<file path="config.mk">
export PLATFORM = sky130hd
export DESIGN_NAME = nal_unit_start_code_splitter
export DESIGN_NICKNAME = d
export VERILOG_FILES = /design/src/sv/nalsplit_pkg.sv /design/src/sv/nalsplit_parser.sv /design/src/sv/nalsplit_out_buf.sv /design/src/sv/nal_unit_start_code_splitter.sv
export SDC_FILE = /design/constraint.sdc
export NUM_CORES = 1
export LEC_CHECK = 0
export BUFFER_PORTS_ARGS = -buffer_cell sky130_fd_sc_hd__buf_2
export CAP_MARGIN = 20
export CORE_UTILIZATION = 39
export CTS_BUF_LIST = sky130_fd_sc_hd__clkbuf_4
export CTS_CLUSTER_DIAMETER = 40
export CTS_CLUSTER_SIZE = 24
export DETAILED_ROUTE_END_ITERATION = 8
export GPL_ROUTABILITY_DRIVEN = 0
export PLACE_DENSITY = 0.67
export SKIP_LAST_GASP = 1
export SLEW_MARGIN = 10
export SYNTH_ARGS = -nofsm -noshare
export SYNTH_HDL_FRONTEND = slang
export SYNTH_SLANG_ARGS = --single-unit
</file>
<file path="constraint.sdc">
create_clock -name clk_i -period 4.3 [get_ports clk_i]
set_clock_uncertainty 0.05 [all_clocks]
set_input_delay 0.86 -clock clk_i [delete_from_list [all_inputs] [get_ports clk_i]]
set_output_delay 0.86 -clock clk_i [all_outputs]
set_load 0.01 [all_outputs]
</file>
<file path="src/sv/nalsplit_pkg.sv">
// Package for the Annex B NAL unit splitter.
// Holds widths, start-code constants and the result beat type.
// No dependencies.
package nalsplit_pkg;

  localparam int unsigned LengthBits = 20;
  localparam int unsigned UnitLengthWidth = 20;
  localparam int unsigned TypeWidth = 5;
  localparam int unsigned ResultWidth = TypeWidth + UnitLengthWidth + 2;
  localparam int unsigned MDataWidth = ((ResultWidth + 7) / 8) * 8;

  localparam logic [7:0] StartZero = 8'h00;
  localparam logic [7:0] StartOne = 8'h01;
  localparam logic [7:0] TypeMask = 8'h1f;
  localparam logic [23:0] WindowReset = 24'hFFFFFF;
  localparam logic [1:0] WindowFull = 2'd3;

  typedef logic [LengthBits-1:0] count_t;
  typedef logic [LengthBits:0] len_sum_t;

  localparam count_t CountMax = '1;

  // Lowest bits first: unit_type, unit_length, length_saturated, ended_by_buffer.
  typedef struct packed {
    logic                       ended_by_buffer;
    logic                       length_saturated;
    logic [UnitLengthWidth-1:0] unit_length;
    logic [TypeWidth-1:0]       unit_type;
  } result_t;

endpackage

</file>
<file path="src/sv/nalsplit_parser.sv">
// Start-code search window, unit state and result formation.
// Depends on nalsplit_pkg.
module nalsplit_parser (
  input  logic                  clk_i,
  input  logic                  rst_ni,
  input  logic                  beat_i,
  input  logic [7:0]            byte_i,
  input  logic                  last_i,
  output logic                  res_valid_o,
  output nalsplit_pkg::result_t res_o
);

  logic [23:0]                    recent_q, recent_d;
  logic                           inside_q, inside_d;
  logic                           have_hdr_q, have_hdr_d;
  logic [nalsplit_pkg::TypeWidth-1:0] type_q, type_d;
  nalsplit_pkg::count_t           count_q, count_d;
  logic                           ovf_q, ovf_d;
  logic [1:0]                     fill_q, fill_d;

  logic                           start;
  logic [7:0]                     hdr_bits;
  nalsplit_pkg::len_sum_t         len_sum;
  logic                           sat;
  nalsplit_pkg::len_sum_t         len_clamped;

  assign start = (recent_q == {3{nalsplit_pkg::StartZero}}) && (byte_i == nalsplit_pkg::StartOne);
  assign hdr_bits = byte_i & nalsplit_pkg::TypeMask;

  always_comb begin
    recent_d = recent_q;
    inside_d = inside_q;
    have_hdr_d = have_hdr_q;
    type_d = type_q;
    count_d = count_q;
    ovf_d = ovf_q;
    fill_d = fill_q;
    res_valid_o = 1'b0;
    len_sum = {1'b0, count_q};
    sat = ovf_q;
    res_o.ended_by_buffer = 1'b0;
    res_o.unit_type = type_q;

    if (beat_i) begin
      recent_d = {recent_q[15:0], byte_i};
      if (start) begin
        res_valid_o = inside_q && ((count_q != '0) || ovf_q);
        inside_d = 1'b1;
        have_hdr_d = 1'b0;
        type_d = '0;
        count_d = '0;
        ovf_d = 1'b0;
        fill_d = '0;
      end else if (inside_q) begin
        if (!have_hdr_q) begin
          have_hdr_d = 1'b1;
          type_d = hdr_bits[nalsplit_pkg::TypeWidth-1:0];
        end
        if (fill_q == nalsplit_pkg::WindowFull) begin
          if (count_q == nalsplit_pkg::CountMax) begin
            ovf_d = 1'b1;
          end else begin
            count_d = count_q + 1'b1;
          end
        end else begin
          fill_d = fill_q + 2'd1;
        end
        if (last_i) begin
          res_valid_o = 1'b1;
          res_o.ended_by_buffer = 1'b1;
          res_o.unit_type = type_d;
          len_sum = {1'b0, count_d} + nalsplit_pkg::len_sum_t'(fill_d);
          sat = ovf_d;
        end
      end
      if (last_i) begin
        recent_d = nalsplit_pkg::WindowReset;
        inside_d = 1'b0;
        have_hdr_d = 1'b0;
        type_d = '0;
        count_d = '0;
        ovf_d = 1'b0;
        fill_d = '0;
      end
    end

    res_o.length_saturated = sat || len_sum[nalsplit_pkg::LengthBits];
    len_clamped = res_o.length_saturated ? {1'b0, nalsplit_pkg::CountMax} : len_sum;
    res_o.unit_length = nalsplit_pkg::UnitLengthWidth'(len_clamped);
  end

  always_ff @(posedge clk_i or negedge rst_ni) begin
    if (!rst_ni) begin
      recent_q <= nalsplit_pkg::WindowReset;
      inside_q <= 1'b0;
      have_hdr_q <= 1'b0;
      type_q <= '0;
      count_q <= '0;
      ovf_q <= 1'b0;
      fill_q <= '0;
    end else begin
      recent_q <= recent_d;
      inside_q <= inside_d;
      have_hdr_q <= have_hdr_d;
      type_q <= type_d;
      count_q <= count_d;
      ovf_q <= ovf_d;
      fill_q <= fill_d;
    end
  end

  a_hdr_in_unit: assert property (@(posedge clk_i) disable iff (!rst_ni)
    have_hdr_q |-> inside_q)
    else $error("header flag set outside a unit");

  a_count_after_fill: assert property (@(posedge clk_i) disable iff (!rst_ni)
    (fill_q != nalsplit_pkg::WindowFull) |-> ((count_q == '0) && !ovf_q))
    else $error("byte count advanced before window filled");

  a_last_clears: assert property (@(posedge clk_i) disable iff (!rst_ni)
    (beat_i && last_i) |=> ((recent_q == nalsplit_pkg::WindowReset) && !inside_q))
    else $error("state not cleared after buffer end");

endmodule

</file>
<file path="src/sv/nalsplit_out_buf.sv">
// Result register with one skid entry on the master side.
// Depends on nalsplit_pkg.
module nalsplit_out_buf (
  input  logic                  clk_i,
  input  logic                  rst_ni,
  input  logic                  push_i,
  input  nalsplit_pkg::result_t push_data_i,
  output logic                  can_push_o,
  output logic                  out_valid_o,
  output nalsplit_pkg::result_t out_data_o,
  input  logic                  out_ready_i
);

  logic                  out_valid_q, out_valid_d;
  logic                  skid_valid_q, skid_valid_d;
  nalsplit_pkg::result_t out_q, out_d;
  nalsplit_pkg::result_t skid_q, skid_d;
  logic                  take;

  assign take = out_valid_q && out_ready_i;
  assign can_push_o = !skid_valid_q;
  assign out_valid_o = out_valid_q;
  assign out_data_o = out_q;

  always_comb begin
    out_valid_d = out_valid_q;
    skid_valid_d = skid_valid_q;
    out_d = out_q;
    skid_d = skid_q;
    if (!out_valid_q || take) begin
      if (skid_valid_q) begin
        out_d = skid_q;
        out_valid_d = 1'b1;
        skid_valid_d = 1'b0;
      end else begin
        out_d = push_data_i;
        out_valid_d = push_i;
      end
    end else if (push_i) begin
      skid_d = push_data_i;
      skid_valid_d = 1'b1;
    end
  end

  always_ff @(posedge clk_i or negedge rst_ni) begin
    if (!rst_ni) begin
      out_valid_q <= 1'b0;
      skid_valid_q <= 1'b0;
    end else begin
      out_valid_q <= out_valid_d;
      skid_valid_q <= skid_valid_d;
    end
  end

  always_ff @(posedge clk_i) begin
    out_q <= out_d;
    skid_q <= skid_d;
  end

  a_skid_behind_out: assert property (@(posedge clk_i) disable iff (!rst_ni)
    skid_valid_q |-> out_valid_q)
    else $error("skid entry held while result register empty");

  a_no_push_full: assert property (@(posedge clk_i) disable iff (!rst_ni)
    push_i |-> !skid_valid_q)
    else $error("push into full buffer");

  a_skid_drains: assert property (@(posedge clk_i) disable iff (!rst_ni)
    (skid_valid_q && take) |=> (out_valid_q && !skid_valid_q && (out_q == $past(skid_q))))
    else $error("skid entry lost on drain");

endmodule

</file>
<file path="src/sv/nal_unit_start_code_splitter.sv">
// Top level of the Annex B NAL unit splitter.
// Depends on nalsplit_pkg, nalsplit_parser and nalsplit_out_buf.
//
// Takes one stream byte per clock on the slave side (tlast marks the last byte of a
// buffer) and searches for 00 00 00 01 at every byte position. Each NAL unit closed by
// the next start code or by the buffer end gives one beat on the master side through
// the result register; empty units and bytes before the first start code give
// nothing. Throughput is one byte per cycle while s_axis_tready_o is high: the
// start-code window and the length counter update in the cycle the byte is
// accepted. The master side has a result register plus one skid entry, so
// s_axis_tready_o drops only while both hold a result the sink has not yet taken.
// Lengths count the header byte and clamp to all ones with length_saturated set.
module nal_unit_start_code_splitter (
  input  logic        clk_i,
  input  logic        rst_ni,
  input  logic        s_axis_tvalid_i,
  output logic        s_axis_tready_o,
  input  logic [7:0]  s_axis_tdata_i,   // [7:0] data_byte
  input  logic        s_axis_tlast_i,   // buffer_end
  output logic        m_axis_tvalid_o,
  input  logic        m_axis_tready_i,
  // [4:0] unit_type, [24:5] unit_length, [25] length_saturated,
  // [26] ended_by_buffer, [31:27] zero
  output logic [nalsplit_pkg::MDataWidth-1:0] m_axis_tdata_o
);

  logic                  beat;
  logic                  res_valid;
  logic                  can_push;
  nalsplit_pkg::result_t res;
  nalsplit_pkg::result_t out_res;

  assign s_axis_tready_o = can_push;
  assign beat = s_axis_tvalid_i && can_push;

  nalsplit_parser u_parser (
    .clk_i       (clk_i),
    .rst_ni      (rst_ni),
    .beat_i      (beat),
    .byte_i      (s_axis_tdata_i),
    .last_i      (s_axis_tlast_i),
    .res_valid_o (res_valid),
    .res_o       (res)
  );

  nalsplit_out_buf u_out_buf (
    .clk_i       (clk_i),
    .rst_ni      (rst_ni),
    .push_i      (res_valid),
    .push_data_i (res),
    .can_push_o  (can_push),
    .out_valid_o (m_axis_tvalid_o),
    .out_data_o  (out_res),
    .out_ready_i (m_axis_tready_i)
  );

  assign m_axis_tdata_o = nalsplit_pkg::MDataWidth'(out_res);

endmodule
</file>
# Yosys cells after proc, flatten, opt, wreduce, memory -nomap -nowiden
# Cells that the tools add are included.
classes:
  n_addsub: 3
  eq_ne: 3
  muxes: 53
  n_bitwise: 1
  reduce_logical: 17
op_table:
  columns: ["op", "n"]
  rows:
  - ["20-bit two-way mux", 9]
  - ["21-bit two-way mux", 4]
  - ["5-bit two-way mux", 8]
  - ["27-bit two-way mux", 1]
  - ["24-bit zero test", 1]
  - ["24-bit two-way mux", 1]
  - ["1-bit two-way mux", 23]
  - ["20-bit by 2-bit adder with 21-bit output", 1]
  - ["20-bit by 1-bit adder with 20-bit output, second input constant", 1]
  - ["20-bit == test, second input constant", 1]
  - ["20-bit nonzero test", 1]
  - ["2-bit two-way mux", 7]
  - ["8-bit by 1-bit == test with 1-bit output, second input constant", 1]
  - ["2-bit AND reduction", 3]
  - ["1-bit logical AND", 4]
  - ["2-bit nonzero test", 2]
  - ["1-bit logical OR", 3]
  - ["3-bit nonzero test", 1]
  - ["2-bit by 1-bit adder with 2-bit output, second input constant", 1]
  - ["2-bit == test, second input constant", 1]
  - ["1-bit zero test", 2]
  - ["1-bit inverter", 1]
totals:
  regBits: 110
  out_inout_bits: 34
  elab_cells: 94

# Longest topological paths before layout
# Gate-level depths: netlist of run 1.
depth:
  ltp_word: 14
  depth_mapped: 16

# Cells and area by module
# Synthesis of run 1 repeated with hierarchy kept, for this count alone.
unflattened:
  hier_cells: 599
  area_unflattened_um2: 6190.9
by_module_without_submodules:
  columns: ["module", "instances", "cells_each", "area_per_inst_um2"]
  rows:
  - ["nalsplit_parser", 1, 499, 4081.4]
  - ["nalsplit_out_buf", 1, 93, 2062.0]
  - ["nal_unit_start_code_splitter", 1, 7, 47.5]

# Least setup slack after synthesis of run 1
# No wires, ideal clock.
synth_timing:
  path_type: "in2reg"
  start: "in m_axis_tready_i"
  end: "reg u_out_buf.skid_q[0] (netlist bit) (enable)"
  setup_time_ns: 0.445
  arrival_ns: 3.574
  required_ns: 3.805
  path_slack_ns: 0.231
  cell_stages: 2
  path_buffers: 0
  cell_sequence: "nand2b_1 > nor3_1"
synth_between:
  elab_chain_len: 4
synth_rtl:
  columns: ["element", "line", "source"]
  rows:
  - ["start: declaration", "nal_unit_start_code_splitter.sv:21", "input logic m_axis_tready_i,"]
  - ["1-bit logical AND", "nalsplit_out_buf.sv:20", "assign take = out_valid_q && out_ready_i;"]
  - ["1-bit logical OR", "nalsplit_out_buf.sv:30", "if (!out_valid_q || take) begin"]
  - ["1-bit inverter (no source line)", null, null]
  - ["2-bit AND reduction (no source line)", null, null]
  - ["end signal: assignment", "nalsplit_out_buf.sv:57", "skid_q <= skid_d;"]
  - ["end: declaration", "nalsplit_out_buf.sv:17", "nalsplit_pkg::result_t skid_q, skid_d;"]
# No other way between the ends.
# A chain may end at the register's enable or synchronous reset.

# Final worst setup path of run 1
layout_timing:
  start: "reg u_parser.count_q[0]"
  end: "reg u_out_buf.out_q (netlist bit u_out_buf.out_data_o[24]) (data pin)"
layout_between:
  elab_chain_len: 14
layout_rtl:
  columns: ["element", "line", "source"]
  rows:
  - ["start: declaration", "nalsplit_parser.sv:17", "nalsplit_pkg::count_t count_q, count_d;"]
  - ["start signal: assignment", "nalsplit_parser.sv:106", "count_q <= count_d;"]
  - ["20-bit by 1-bit adder with 20-bit output or 20-bit == test (tied branches)", "nalsplit_parser.sv:63, nalsplit_parser.sv:60", null]
  - ["20-bit two-way mux", "nalsplit_parser.sv:60", "if (count_q == nalsplit_pkg::CountMax) begin"]
  - ["20-bit two-way mux", "nalsplit_parser.sv:59", "if (fill_q == nalsplit_pkg::WindowFull) begin"]
  - ["20-bit two-way mux", "nalsplit_parser.sv:54", "end else if (inside_q) begin"]
  - ["20-bit two-way mux", "nalsplit_parser.sv:46", "if (start) begin"]
  - ["20-bit two-way mux", "nalsplit_parser.sv:44", "if (beat_i) begin"]
  - ["20-bit by 2-bit adder with 21-bit output", "nalsplit_parser.sv:72", "len_sum = {1'b0, count_d} + nalsplit_pkg::len_sum_t'(fill_d);"]
  - ["21-bit two-way mux", "nalsplit_parser.sv:68", "if (last_i) begin"]
  - ["21-bit two-way mux", "nalsplit_parser.sv:54", null]
  - ["21-bit two-way mux", "nalsplit_parser.sv:46", null]
  - ["21-bit two-way mux", "nalsplit_parser.sv:44", null]
  - ["1-bit logical OR", "nalsplit_parser.sv:87", "res_o.length_saturated = sat || len_sum[nalsplit_pkg::LengthBits];"]
  - ["20-bit two-way mux *", "nalsplit_parser.sv:88", "len_clamped = res_o.length_saturated ? {1'b0, nalsplit_pkg::CountMax} : len_sum;"]
  - ["27-bit two-way mux *", "nalsplit_out_buf.sv:31", "if (skid_valid_q) begin"]
  - ["end signal: assignment", "nalsplit_out_buf.sv:56", "out_q <= out_d;"]
  - ["end: declaration", "nalsplit_out_buf.sv:16", "nalsplit_pkg::result_t out_q, out_d;"]
# Every way passes the cells marked *; elsewhere a longest branch is shown, timed or not. The select of a mux whose other input is x is not followed.

==> key figures, run 1 <==
Logic synthesis
  – Post-synth EDFFs: 54
  – Seq/Total Area, Yosys: 0.506
  – Biggest area consumer among synthesized cells: edfxtp_1
  – Post-synth cell types: 70
  – Yosys reg bits: 110
  – Post-synthesis cell count: 628
  – Predominant post-synthesis flop cell: edfxtp_1
  – Ys async rst share: 0.509
  – Yosys top cell area share: 0.269
  – Synth Cell Area: 6040 um2
  – YS warnings: 0
  – Syn Area/Cell: 9.61 um2
  – Largest cells by area after synthesis: edfxtp_1 27%, dfrtp_1 13%, dfstp_2 10%, nor2_1 5.3%, a21oi_1 4.1%

Final layout
  – Multi-input logic area: 2700 um2
  – Design Area, Final: 6600 um2
  – Final #Nets: 667
  – Finished Core Util: 0.436
  – Fraction of layout instances using a drive strength above 1: 0.209
  – Fill count: 1412
  – Layout area overhead: 9.37%
  – Finished Layout Cells: 843
  – FF/Latch Area: 3050 um2

Pwr
  – Internal: 1.39 mW
  – PwrDens: 271 nW/um2
  – Logic pwr share: 0.034
  – Leak: 2.67 nW
  – Reg power frac: 0.634
  – Clock power frac: 0.333
  – Sw frac: 0.224
  – Tot Pwr: 1.79 mW
  – Max VDD drop: 0.140 mV
  – Sw Pwr: 401 uW

Global routing
  – Initial antenna violation count: 1
  – Global-route wire length before repair: 23.6 mm
  – Global route overflow: 0
  – Maximum number of pins on one net before global-route repair: 57
  – Vias in the first global route: 4586
  – Total GRT Usage: 0.184

Timing
  – Post-route setup slack: 0.178 ns
  – Final min period: 4.12 ns
  – Slew HR: 0.350
  – Fin. Hold Viols: 0
  – RSZ-0062 raised after global routing: yes
  – Final setup viols: 0
  – Max Slew Vio Count: 0
  – Total negative slack: 0 ns
  – Crit share post-route: 0.959
  – Fmax: 243 MHz
  – Least-Margin Pin Slew: 0.975 ns
  – Hold_ws: 0.435 ns

Clock network
  – CTS Root Cell: clkbuf_4
  – Number of setup buffers added after CTS: 0
  – Clk_lat worst skew: 0.47 ns
  – Cts bufs inserted: 9
  – Clock buffer depth: 2
  – CTS tree: done
  – Clock-pin slew on the worst setup and hold paths: 0.18 ns
  – H-tree levels: 3
  – Clock Sinks: 110

Detailed routing
  – DRT iter0 DRCs: 406
  – # DRC: 0
  – Via density per instance: 5.79
  – Post-DRT Antenna Nets: 0
  – Routed via count: 4880
  – Total Wirelength: 14.1 mm
  – Drt wl/cell: 16.7 um
  – First-pass DRT Iterations: 5

Floorplanning
  – Die ar.: 16000 um2
  – Core Region: 15100 um2
  – Cell Rows: 45
  – Initial Util: 0.399
  – Die height: 126 um
  – Die Wd: 126 um
  – # IOs: 47

Run status
  – Status: completed

Setup path
  – Critical path's slowest cell: a21oi_1
  – CP required: 4.44 ns
  – Critical path arrival: 4.26 ns
  – WS Path Type: register to register
  – Crit-path max FO: 10
  – Crit path top cell by count: a21oi_1
  – Worst Setup Start Kind: register
  – Reg-to-Reg End: u_out_buf.out_data_o[24]$_DFFE_PN_
  – Reg2reg setup slack: 0.18 ns
  – Critical path, cell by cell: ha_2 -> nand3_2 -> nor4_4 -> a21oi_1 -> nor2_1 -> a21oi_2 -> inv_1 -> ha_1 -> a21oi_1 -> a21oi_1 -> and3_1 -> and4bb_2 -> mux2i_1 -> a32oi_1
  – RR Startpoint: u_parser.count_q[0]$_DFFE_PN0P_
  – Crit. End Element: register
  – Largest stage delay, worst path: 0.65 ns
  – R2R depth: 14

Worst hold path
  – Worst min-delay path class: input port to async pin

Place
  – Dpl ws: 0.194 ns
  – DP Area: 6420 um2
  – PortBufs: 41
  – Placed wire-length estimate: 9.88 mm
  – Placed insts: 826

Flow run
  – Max-cap violation count: 0
-- sequential cells by signal, summed over array words and instances, names as in the netlist --
signal / cells
u_parser.inside_q: 1
u_out_buf.out_data_o: 27
u_out_buf.out_valid_o: 1
u_parser.ovf_q: 1
u_parser.count_q: 20
u_out_buf.skid_valid_q: 1
u_parser.have_hdr_q: 1
u_parser.recent_q: 24
u_out_buf.skid_q: 27
u_parser.type_q: 5
u_parser.fill_q: 2
-- area by class of cell --
| class | count | area share |
|---|---|---|
| antenna | 1 | 0.000379 |
| clock buffer | 10 | 0.0114 |
| clock inverter | 6 | 0.0140 |
| inverter | 23 | 0.0131 |
| multi-input combinational | 444 | 0.408 |
| sequential | 110 | 0.463 |
| tap | 188 | 0.0356 |
| timing repair buffer | 61 | 0.0544 |
-- worst max-delay path: cells and delay by family, from the launching register on --
family | cells | cell delay [ns]
muxes | 1 | 0.26
DFF | 1 | 0.51
and+or+nand+nor | 5 | 0.94
adders and majority gates | 2 | 0.59
buffers and inverters | 1 | 0.08
AOI/OAI and AO/OA | 5 | 1.44
-- layer usage --
| metal | vias up | share of wire | track usage |
|---|---|---|---|
| li1 | 2330 | - | - |
| met1 | 2342 | 0.47 | 0.256 |
| met2 | 184 | 0.46 | 0.288 |
| met3 | 24 | 0.055 | 0.0266 |
| met4 | 0 | 0.023 | 0.0780 |
| met5 | - | 0 | 0 |
-- synth_stat cells, types with 9 or more instances --
cell      number
mux2_2        10
nor2_1        86
nor4_1        14
dfrtp_1       32
a21oi_1       49
a22o_1         9
nor3_1         9
o21ai_0       34
inv_1         21
dfstp_2       24
a31oi_1       18
xnor2_1       10
nand3_1       26
nand2_1       54
edfxtp_1      54
nand4_1       13
buf_2         15
clkbuf_1      29
-- cell families after synthesis --
family | share of synthesized area
and+or+nand+nor | 0.213
AOI/OAI and AO/OA | 0.162
DFF | 0.506
muxes | 0.0340
adders and majority gates | 0.0116
other | 0.000621
buffers and inverters | 0.0553
xor gates and xnor gates | 0.0174
-- power by group through the flow --
stage | Clock [mW] | Sequential, mW | Combinational, mW
2_1_floorplan | 0 | 1.15 | 0.0375
3_3_place_gp | 0 | 1.15 | 0.0590
3_5_place_dp | 0 | 1.15 | 0.0615
4_1_cts | 0.613 | 1.13 | 0.0614
5_1_grt | 0.651 | 1.14 | 0.0690
6_report | 0.595 | 1.13 | 0.0605
-- worst max-delay path by stage --
stage | startpoint | slack (ns) | to | cells after the start
CTS | u_parser.count_q[0]$_DFFE_PN0P_ | 0.19 | u_out_buf.out_data_o[24]$_DFFE_PN_ | 14
global placement | u_parser.count_q[1]$_DFFE_PN0P_ | 0.47 | u_out_buf.out_data_o[14]$_DFFE_PN_ | 14
global route | u_parser.count_q[0]$_DFFE_PN0P_ | -0.09 | u_out_buf.out_data_o[24]$_DFFE_PN_ | 14
finish | u_parser.count_q[0]$_DFFE_PN0P_ | 0.18 | u_out_buf.out_data_o[24]$_DFFE_PN_ | 14
detailed placement | u_parser.count_q[0]$_DFFE_PN0P_ | 0.19 | u_out_buf.out_data_o[16]$_DFFE_PN_ | 14
floorplan | m_axis_tready_i | 0.23 | u_out_buf.skid_q[0]$_DFFE_PP_ | 2
-- repair_timing --
item                       in CTS  in global routing
resized for setup               0                  4
hold buffers                    0                  0
setup endpoints to repair       0                 28
-- layout by cell type (no fill, tap or decap), types with 6 or more instances in the layout --
cell type | Yosys | layout
nor2_1 | 86 | 86
nand2_1 | 54 | 54
edfxtp_1 | 54 | 54
a21oi_1 | 49 | 48
buf_2 | 15 | 41
o21ai_0 | 34 | 34
dfrtp_1 | 32 | 31
nand3_1 | 26 | 26
dfstp_2 | 24 | 24
inv_1 | 21 | 21
buf_4 | 6 | 19
a31oi_1 | 18 | 18
nor4_1 | 14 | 14
nand4_1 | 13 | 13
xnor2_1 | 10 | 10
mux2_2 | 10 | 10
clkbuf_4 | 0 | 10
a22o_1 | 9 | 9
and4_1 | 8 | 8
nor3_1 | 9 | 8
and3_1 | 8 | 8
mux2i_1 | 7 | 7
a32oi_1 | 7 | 7
o31ai_1 | 7 | 6
(Power assumes the default switching activity.)
==> run 2, diff against run 1 <==
- ABC_AREA: unset -> 1
==> run 2 against run 1 <==
Net effect: sequential share of layout area down 1.9 points; clock power down 15%; wire length up 5.8%; clock-buffer cell count unchanged; core utilization down 0.30 points; setup slack better by 0.60 ns; final area up 4.2%; via count up 11%; critical path depth up 6; total power up 19%; first-iteration DRC count up 35%; register-to-register slack better by 0.60 ns.
==> key figures, run 2 <==
Run status
  – Status: completed (unchanged)

Logic synthesis
  – Most frequent cell after synthesis: nand2_1 (was nor2_1)
  – Yosys top cell area share: 0.255 (was 0.269)
  – Post-synth EDFFs: 54 (unchanged)
  – Ys async rst share: 0.509 (unchanged)
  – Post-synth cell types: 38 (was 70)
  – Biggest area consumer among synthesized cells: edfxtp_1 (unchanged)
  – Seq/Total Area, Yosys: 0.480 (was 0.506)
  – Predominant post-synthesis flop cell: edfxtp_1 (unchanged)
  – Post-synthesis cell count: 818 (was 628)
  – Syn Area/Cell: 7.77 um2 (was 9.61 um2)
  – Synth Cell Area: 6350 um2 (was 6040 um2)
  – Post-synth top cells: 257 x nand2_1, 91 x nor2_1, 66 x inv_1 (was 86 x nor2_1, 54 x edfxtp_1, 54 x nand2_1)
  – Largest cells by area after synthesis: edfxtp_1 26%, nand2_1 15%, dfrtp_1 13%, dfstp_2 9.9%, nor2_1 5.4% (was edfxtp_1 27%, dfrtp_1 13%, dfstp_2 10%, nor2_1 5.3%, a21oi_1 4.1%)
  – YS warnings: 0 (unchanged)
  – Yosys reg bits: 110 (unchanged)

Detailed routing
  – Via density per instance: 5.05 (was 5.79)
  – Post-DRT Antenna Nets: 0 (unchanged)
  – Routed via count: 5405 (was 4880)
  – Drt wl/cell: 13.9 um (was 16.7 um)
  – Met2 wire len: 6.76 mm (was 6.41 mm)
  – M1 wire length: 6.98 mm (was 6.56 mm)
  – Uppermost layer routed: met4 (unchanged)
  – DR WL met3: 947 um (was 778 um)
  – DRT iter0 DRCs: 548 (was 406)
  – First-pass DRT Iterations: 5 (unchanged)
  – # DRC: 0 (unchanged)
  – Total Wirelength: 14.9 mm (was 14.1 mm)

Timing
  – Slew HR: 0.385 (was 0.350)
  – Fmax: 284 MHz (was 243 MHz)
  – Final setup viols: 0 (unchanged)
  – Total negative slack: 0 ns (unchanged)
  – Crit share post-route: 0.820 (was 0.959)
  – Post-route setup slack: 0.774 ns (was 0.178 ns)
  – RSZ-0062 raised after global routing: no (was yes)
  – Fin. Hold Viols: 0 (unchanged)
  – Least-Margin Pin Slew: 0.922 ns (was 0.975 ns)
  – Final min period: 3.53 ns (was 4.12 ns)
  – Max Slew Vio Count: 0 (unchanged)

Clock network
  – CTS Root Cell: clkbuf_4 (unchanged)
  – Clock buffer depth: 2 (unchanged)
  – # hold bufs at CTS: 0 (unchanged)
  – Number of gates resized after cts: 0 (unchanged)
  – Clock Sinks: 110 (unchanged)
  – H-tree levels: 3 (unchanged)
  – Clk_lat worst skew: 0.47 ns (about the same)
  – Clock-pin slew on the worst setup and hold paths: 0.18 ns (about the same)
  – Cts bufs inserted: 9 (unchanged)
  – Number of setup buffers added after CTS: 0 (unchanged)
  – CTS tree: done (unchanged)

Place
  – Dpl ws: 0.832 ns (was 0.194 ns)
  – PortBufs: 41 (unchanged)
  – Placed wire-length estimate: 10.8 mm (was 9.88 mm)
  – DP Area: 6740 um2 (was 6420 um2)

Final layout
  – Fill count: 1640 (was 1412)
  – Commonest non-fill, non-tap cell in the layout: nand2_1 (was nor2_1)
  – Layout area overhead: 8.21% (was 9.37%)
  – Commonest non-fill, non-tap cells in the layout: 257 x nand2_1, 90 x nor2_1, 67 x inv_1 (was 86 x nor2_1, 54 x nand2_1, 54 x edfxtp_1)
  – Fraction of layout instances using a drive strength above 1: 0.164 (was 0.209)
  – Final #Nets: 867 (was 667)
  – Design Area, Final: 6880 um2 (was 6600 um2)

Setup path
  – R2R depth: 20 (was 14)
  – Crit. End Element: register (unchanged)
  – WS Path Type: register to register (unchanged)
  – Worst Setup Start Kind: register (unchanged)
  – Critical path arrival: 3.81 ns (was 4.26 ns)
  – Crit-path max FO: 14 (was 10)
  – CP required: 4.58 ns (was 4.44 ns)
  – RR Startpoint: u_parser.count_q[1]$_DFFE_PN0P_ (was u_parser.count_q[0]$_DFFE_PN0P_)
  – CP startpoint: u_parser.count_q[1]$_DFFE_PN0P_ (was u_parser.count_q[0]$_DFFE_PN0P_)

Pwr
  – Leak: 3.07 nW (was 2.67 nW)
  – PwrDens: 309 nW/um2 (was 271 nW/um2)
  – Tot Pwr: 2.12 mW (was 1.79 mW)
  – Max VDD drop: 0.150 mV (was 0.140 mV)

Floorplanning
  – # IOs: 47 (unchanged)
  – Die ar.: 16800 um2 (was 16000 um2)
  – Core Region: 15900 um2 (was 15100 um2)
  – Cell Rows: 46 (was 45)
  – Initial Util: 0.400 (was 0.399)
  – Die Wd: 130 um (was 126 um)
  – Die height: 130 um (was 126 um)

Global routing
  – Total GRT Usage: 0.189 (was 0.184)
  – Initial antenna violation count: 1 (unchanged)
  – Vias in the first global route: 5133 (was 4586)
  – Global route overflow: 0 (unchanged)
  – Maximum number of pins on one net before global-route repair: 40 (was 57)
  – Global-route wire length before repair: 25.1 mm (was 23.6 mm)

Worst hold path
  – Worst min-delay path class: input port to async pin (unchanged)

Flow run
  – Max-cap violation count: 0 (unchanged)
==> run 2: cell types whose count changed in the layout (fill, tap and decap cells not counted), sizes merged, moves of 17 or more <==
cell,previous run,this run
a21oi,50,13
inv,24,80
nand2,54,270
nand3,27,58
nor2,87,104
o21ai,34,67
o22ai,1,25
==> run 2: final timing paths <==
| path | end | slack (ns) |
|---|---|---|
| max | u_out_buf.out_data_o[5]$_DFFE_PN_ | 0.77 |
| min | u_parser.type_q[3]$_DFFE_PN0P_ | 0.45 |
| max reg2reg | u_out_buf.out_data_o[5]$_DFFE_PN_ | 0.77 |
| min reg2reg | u_parser.recent_q[19]$_DFFE_PN1P_ | 0.45 |
| max in group asynchronous | u_parser.recent_q[18]$_DFFE_PN1P_ | 2.88 |
| min in group clk_i | u_parser.recent_q[19]$_DFFE_PN1P_ | 0.45 |
==> run 2: kinds of logic after synthesis <==
logic type | after synthesis | share of synthesized area
AO/OA/AOI/OAI | 108 | 0.0906
XOR/XNOR | 9 | 0.0124
adder cells (fa/ha/maj) | 5 | 0.0110
buffers and inverters | 117 | 0.0766
flip-flops | 110 | 0.480
other | 1 | 0.000590
AND/OR/NAND/NOR | 468 | 0.328
==> run 2: metal layers <==
metal	global-route usage	vias to the layer above
li1	-	2724
met1	0.262	2484
met2	0.304	183
met3	0.0314	14
met4	0.0554	0
met5	0	-
==> run 2: worst max-delay path: stages (launching register included) <==
cell,delay [ns]
dfrtp_1,0.48
ha_1,0.26
nand3_2,0.14
nor2_2,0.17
nand3_2,0.10
nand2_1,0.12
xor2_1,0.21
ha_1,0.20
inv_1,0.05
fa_1,0.40
inv_1,0.08
nand3_2,0.09
nor2_4,0.16
nand2_4,0.10
nor2_8,0.15
nand4_4,0.11
nand2_4,0.16
inv_2,0.14
nand3_1,0.13
nand2_1,0.06
nand2_1,0.06
==> run 2: power by group <==
part           internal (mW)  switching (mW)  leakage (nW)
registers               1.23          0.0458          1.25
logic                  0.113           0.233          1.74
clock network          0.158           0.348        0.0823
==> run 2: per-stage QoR <==
| stage | util | hold WS (ns) | instances |
|---|---|---|---|
| 2_1_floorplan | - | 0.420 | 822 |
| 3_3_place_gp | 0.425 | 0.430 | 1054 |
| 3_5_place_dp | 0.425 | 0.439 | 1054 |
| 4_1_cts | 0.433 | 0.456 | 1070 |
| 5_1_grt | 0.433 | 0.466 | 1071 |
| 6_report | 0.433 | 0.449 | 1071 |
==> run 2: area by class of cell <==
class,instances,area [um2],share of cell area
antenna,1,2.50,0.000364
clock buffer,10,75.1,0.0109
clock inverter,6,55.1,0.00801
inverter,82,308,0.0448
multi-input combinational,595,2830,0.412
sequential,110,3050,0.444
tap,216,270,0.0393
timing repair buffer,51,280,0.0408
==> run 3, diff against run 2 <==
- ABC_AREA: 1 -> 0
- clock period: 4.3 -> 3.4 ns (I/O delays scaled with it)
==> run 3 against run 2 <==
Net effect: clock-buffer cell count is 1 lower; register-to-register slack worse by 0.68 ns; final area grew 2.9%; sequential share of layout area fell by 1.2 points; total power up 8.5%; final cell count decreased by 17%; die area is 4.9% lower; combinational power is 77% lower; critical path type unchanged; critical endpoint is now u_out_buf.out_data_o[17]$_DFFE_PN_.
==> key figures, run 3 (same netlist as run 1, synthesis figures left out) <==
Pwr
  – Sw Pwr: 542 uW (was 626 uW)
  – Logic pwr share: 0.034 (was 0.163)
  – PwrDens: 325 nW/um2 (was 309 nW/um2)
  – Sw frac: 0.235 (was 0.295)
  – Clock power frac: 0.342 (was 0.238)
  – Reg power frac: 0.624 (was 0.599)
  – Leak: 2.95 nW (was 3.07 nW)
  – Internal: 1.76 mW (was 1.50 mW)
  – Max VDD drop: 0.212 mV (was 0.150 mV)

Final layout
  – Finished Layout Cells: 884 (was 1071)
  – Finished Core Util: 0.467 (was 0.433)
  – Layout area overhead: 17.2% (was 8.21%)
  – Fraction of layout instances using a drive strength above 1: 0.282 (was 0.164)
  – Design Area, Final: 7070 um2 (was 6880 um2)
  – Final #Nets: 708 (was 867)
  – Commonest non-fill, non-tap cell in the layout: nor2_1 (was nand2_1)
  – Commonest non-fill, non-tap cells in the layout: 85 x nor2_1, 59 x buf_4, 54 x edfxtp_1 (was 257 x nand2_1, 90 x nor2_1, 67 x inv_1)

Clock network
  – CTS Root Cell: clkbuf_4 (unchanged)
  – H-tree levels: 3 (unchanged)
  – Cts bufs inserted: 9 (unchanged)
  – CTS tree: done (unchanged)
  – Clock-pin slew on the worst setup and hold paths: 0.18 ns (about the same)
  – Clock Sinks: 110 (unchanged)
  – Clock buffer depth: 2 (unchanged)
  – Clk_lat worst skew: 0.48 ns (was 0.47 ns)

Timing
  – RSZ-0062 raised after global routing: yes (was no)
  – Fmax: 302 MHz (was 284 MHz)
  – Max Slew Vio Count: 0 (unchanged)
  – Final min period: 3.31 ns (was 3.53 ns)
  – Slew HR: 0.320 (was 0.385)
  – Final setup viols: 0 (unchanged)
  – Fin. Hold Viols: 0 (unchanged)
  – Least-Margin Pin Slew: 1.02 ns (was 0.922 ns)
  – Crit share post-route: 0.974 (was 0.820)
  – Post-route setup slack: 0.0900 ns (was 0.774 ns)

Setup path
  – Critical path, cell by cell: ha_2 -> nand3_4 -> nor4_4 -> a21oi_4 -> xnor2_2 -> ha_2 -> inv_2 -> fa_2 -> a21oi_2 -> and3_4 -> and2_4 -> a211oi_4 -> buf_4 -> buf_12 -> a32oi_1 (was ha_1 -> nand3_2 -> nor2_2 -> nand3_2 -> nand2_1 -> xor2_1 -> ha_1 -> inv_1 -> fa_1 -> inv_1 -> nand3_2 -> nor2_4 -> nand2_4 -> nor2_8 -> nand4_4 -> nand2_4 -> inv_2 -> nand3_1 -> nand2_1 -> nand2_1)
  – Critical path arrival: 3.57 ns (was 3.81 ns)
  – Largest stage delay, worst path: 0.41 ns (was 0.48 ns)
  – Crit-path max FO: 16 (was 14)
  – Crit path top cell by count: ha_2
  – WS Path Type: register to register (unchanged)
  – R2R depth: 15 (was 20)
  – Critical path's slowest cell: dfrtp_1 (unchanged)
  – Worst Setup Start Kind: register (unchanged)
  – CP required: 3.66 ns (was 4.58 ns)
  – Crit. End Element: register (unchanged)

Detailed routing
  – Via density per instance: 5.65 (was 5.05)
  – DRT iter0 DRCs: 470 (was 548)
  – Post-DRT Antenna Nets: 0 (unchanged)
  – Total Wirelength: 14.8 mm (was 14.9 mm)
  – Drt wl/cell: 16.7 um (was 13.9 um)
  – Routed via count: 4998 (was 5405)
  – First-pass DRT Iterations: 7 (was 5)
  – # DRC: 0 (unchanged)

Worst hold path
  – Worst min-delay path class: input port to async pin (unchanged)

Floorplanning
  – Die height: 126 um (was 130 um)
  – Core Region: 15100 um2 (was 15900 um2)
  – Cell Rows: 45 (was 46)
  – # IOs: 47 (unchanged)
  – Die Wd: 126 um (was 130 um)
  – Die ar.: 16000 um2 (was 16800 um2)
  – Initial Util: 0.399 (was 0.400)

Place
  – Dpl ws: 0.114 ns (was 0.832 ns)
  – Placed insts: 859 (was 1054)
  – Placed wire-length estimate: 10.5 mm (was 10.8 mm)
  – PortBufs: 41 (unchanged)
  – DP Area: 6730 um2 (was 6740 um2)

Global routing
  – Initial antenna violation count: 1 (unchanged)
  – Global route overflow: 0 (unchanged)
  – Total GRT Usage: 0.186 (was 0.189)
  – Met3 GRT Util: 0.0245 (was 0.0314)
  – Met2 Usage GRT: 0.293 (was 0.304)
  – Met1 Track Usage GR: 0.262 (about the same)
  – Vias in the first global route: 4585 (was 5133)
  – Maximum number of pins on one net before global-route repair: 56 (was 40)
  – Global-route wire length before repair: 23.8 mm (was 25.1 mm)
  – Busiest grt layer: met2 (unchanged)

Flow run
  – Max-cap violation count: 0 (unchanged)

Run status
  – Status: completed (unchanged)
-- run 3: power by group through the flow --
stage,sequential [mW],clock [mW],combinational (mW)
after floorplan,1.46,0,0.0475
after global placement,1.46,0,0.0759
after detailed placement,1.46,0,0.0791
after CTS,1.44,0.805,0.0793
after global routing,1.44,0.858,0.0892
final,1.44,0.788,0.0779
-- run 3: area by class of cell --
class,count,area [um2]
clock inverter,7,110
clock buffer,9,67.6
tap,188,235
fill,1383,8070
sequential,110,3060
multi-input combinational,444,2820
antenna,1,2.50
timing repair buffer,102,693
inverter,23,86.3
-- run 3: worst max-delay path: cells and delay by family, from the launching register on --
kind,cells,cell delay (ns)
and+or+nand+nor,4,0.81
xor gates and xnor gates,1,0.17
adders and majority gates,3,0.80
buffers and inverters,3,0.36
DFF,1,0.41
AOI/OAI and AO/OA,4,0.55
-- run 3: worst paths after layout --
check | startpoint | end | slack, ns
min in group clk_i | s_axis_tdata_i[7] | u_parser.recent_q[7]$_DFFE_PN1P_ | 0.39
hold reg to reg | u_parser.recent_q[23]$_DFFE_PN1P_ | u_parser.recent_q[23]$_DFFE_PN1P_ | 0.46
hold / removal | rst_ni | u_parser.count_q[15]$_DFFE_PN0P_ | 0.28
max in group asynchronous | rst_ni | u_parser.recent_q[17]$_DFFE_PN1P_ | 2.15
setup reg to reg | u_parser.count_q[0]$_DFFE_PN0P_ | u_out_buf.out_data_o[17]$_DFFE_PN_ | 0.09
setup / recovery | u_parser.count_q[0]$_DFFE_PN0P_ | u_out_buf.out_data_o[17]$_DFFE_PN_ | 0.09
-- run 3: layer usage --
metal,share of wire,vias up
met2,0.47,174
met1,0.46,2397
met4,0.017,0
met3,0.056,21
met5,0,-
li1,-,2406
-- run 3: timing repair --
item | CTS | global route
buffers inserted | 0 | 7
setup endpoints to repair | 0 | 30
hold buffers | 0 | 0
gates resized for setup | 0 | 21
-- run 3: metrics by stage --
stage          total power [mW]  setup TNS (ns)  hold slack [ns]
4_1_cts                    2.32               0            0.311
3_3_place_gp               1.54               0            0.427
3_5_place_dp               1.54               0            0.427
5_1_grt                    2.39           -1.02            0.321
2_1_floorplan              1.50               0            0.334
6_report                   2.30               0            0.275
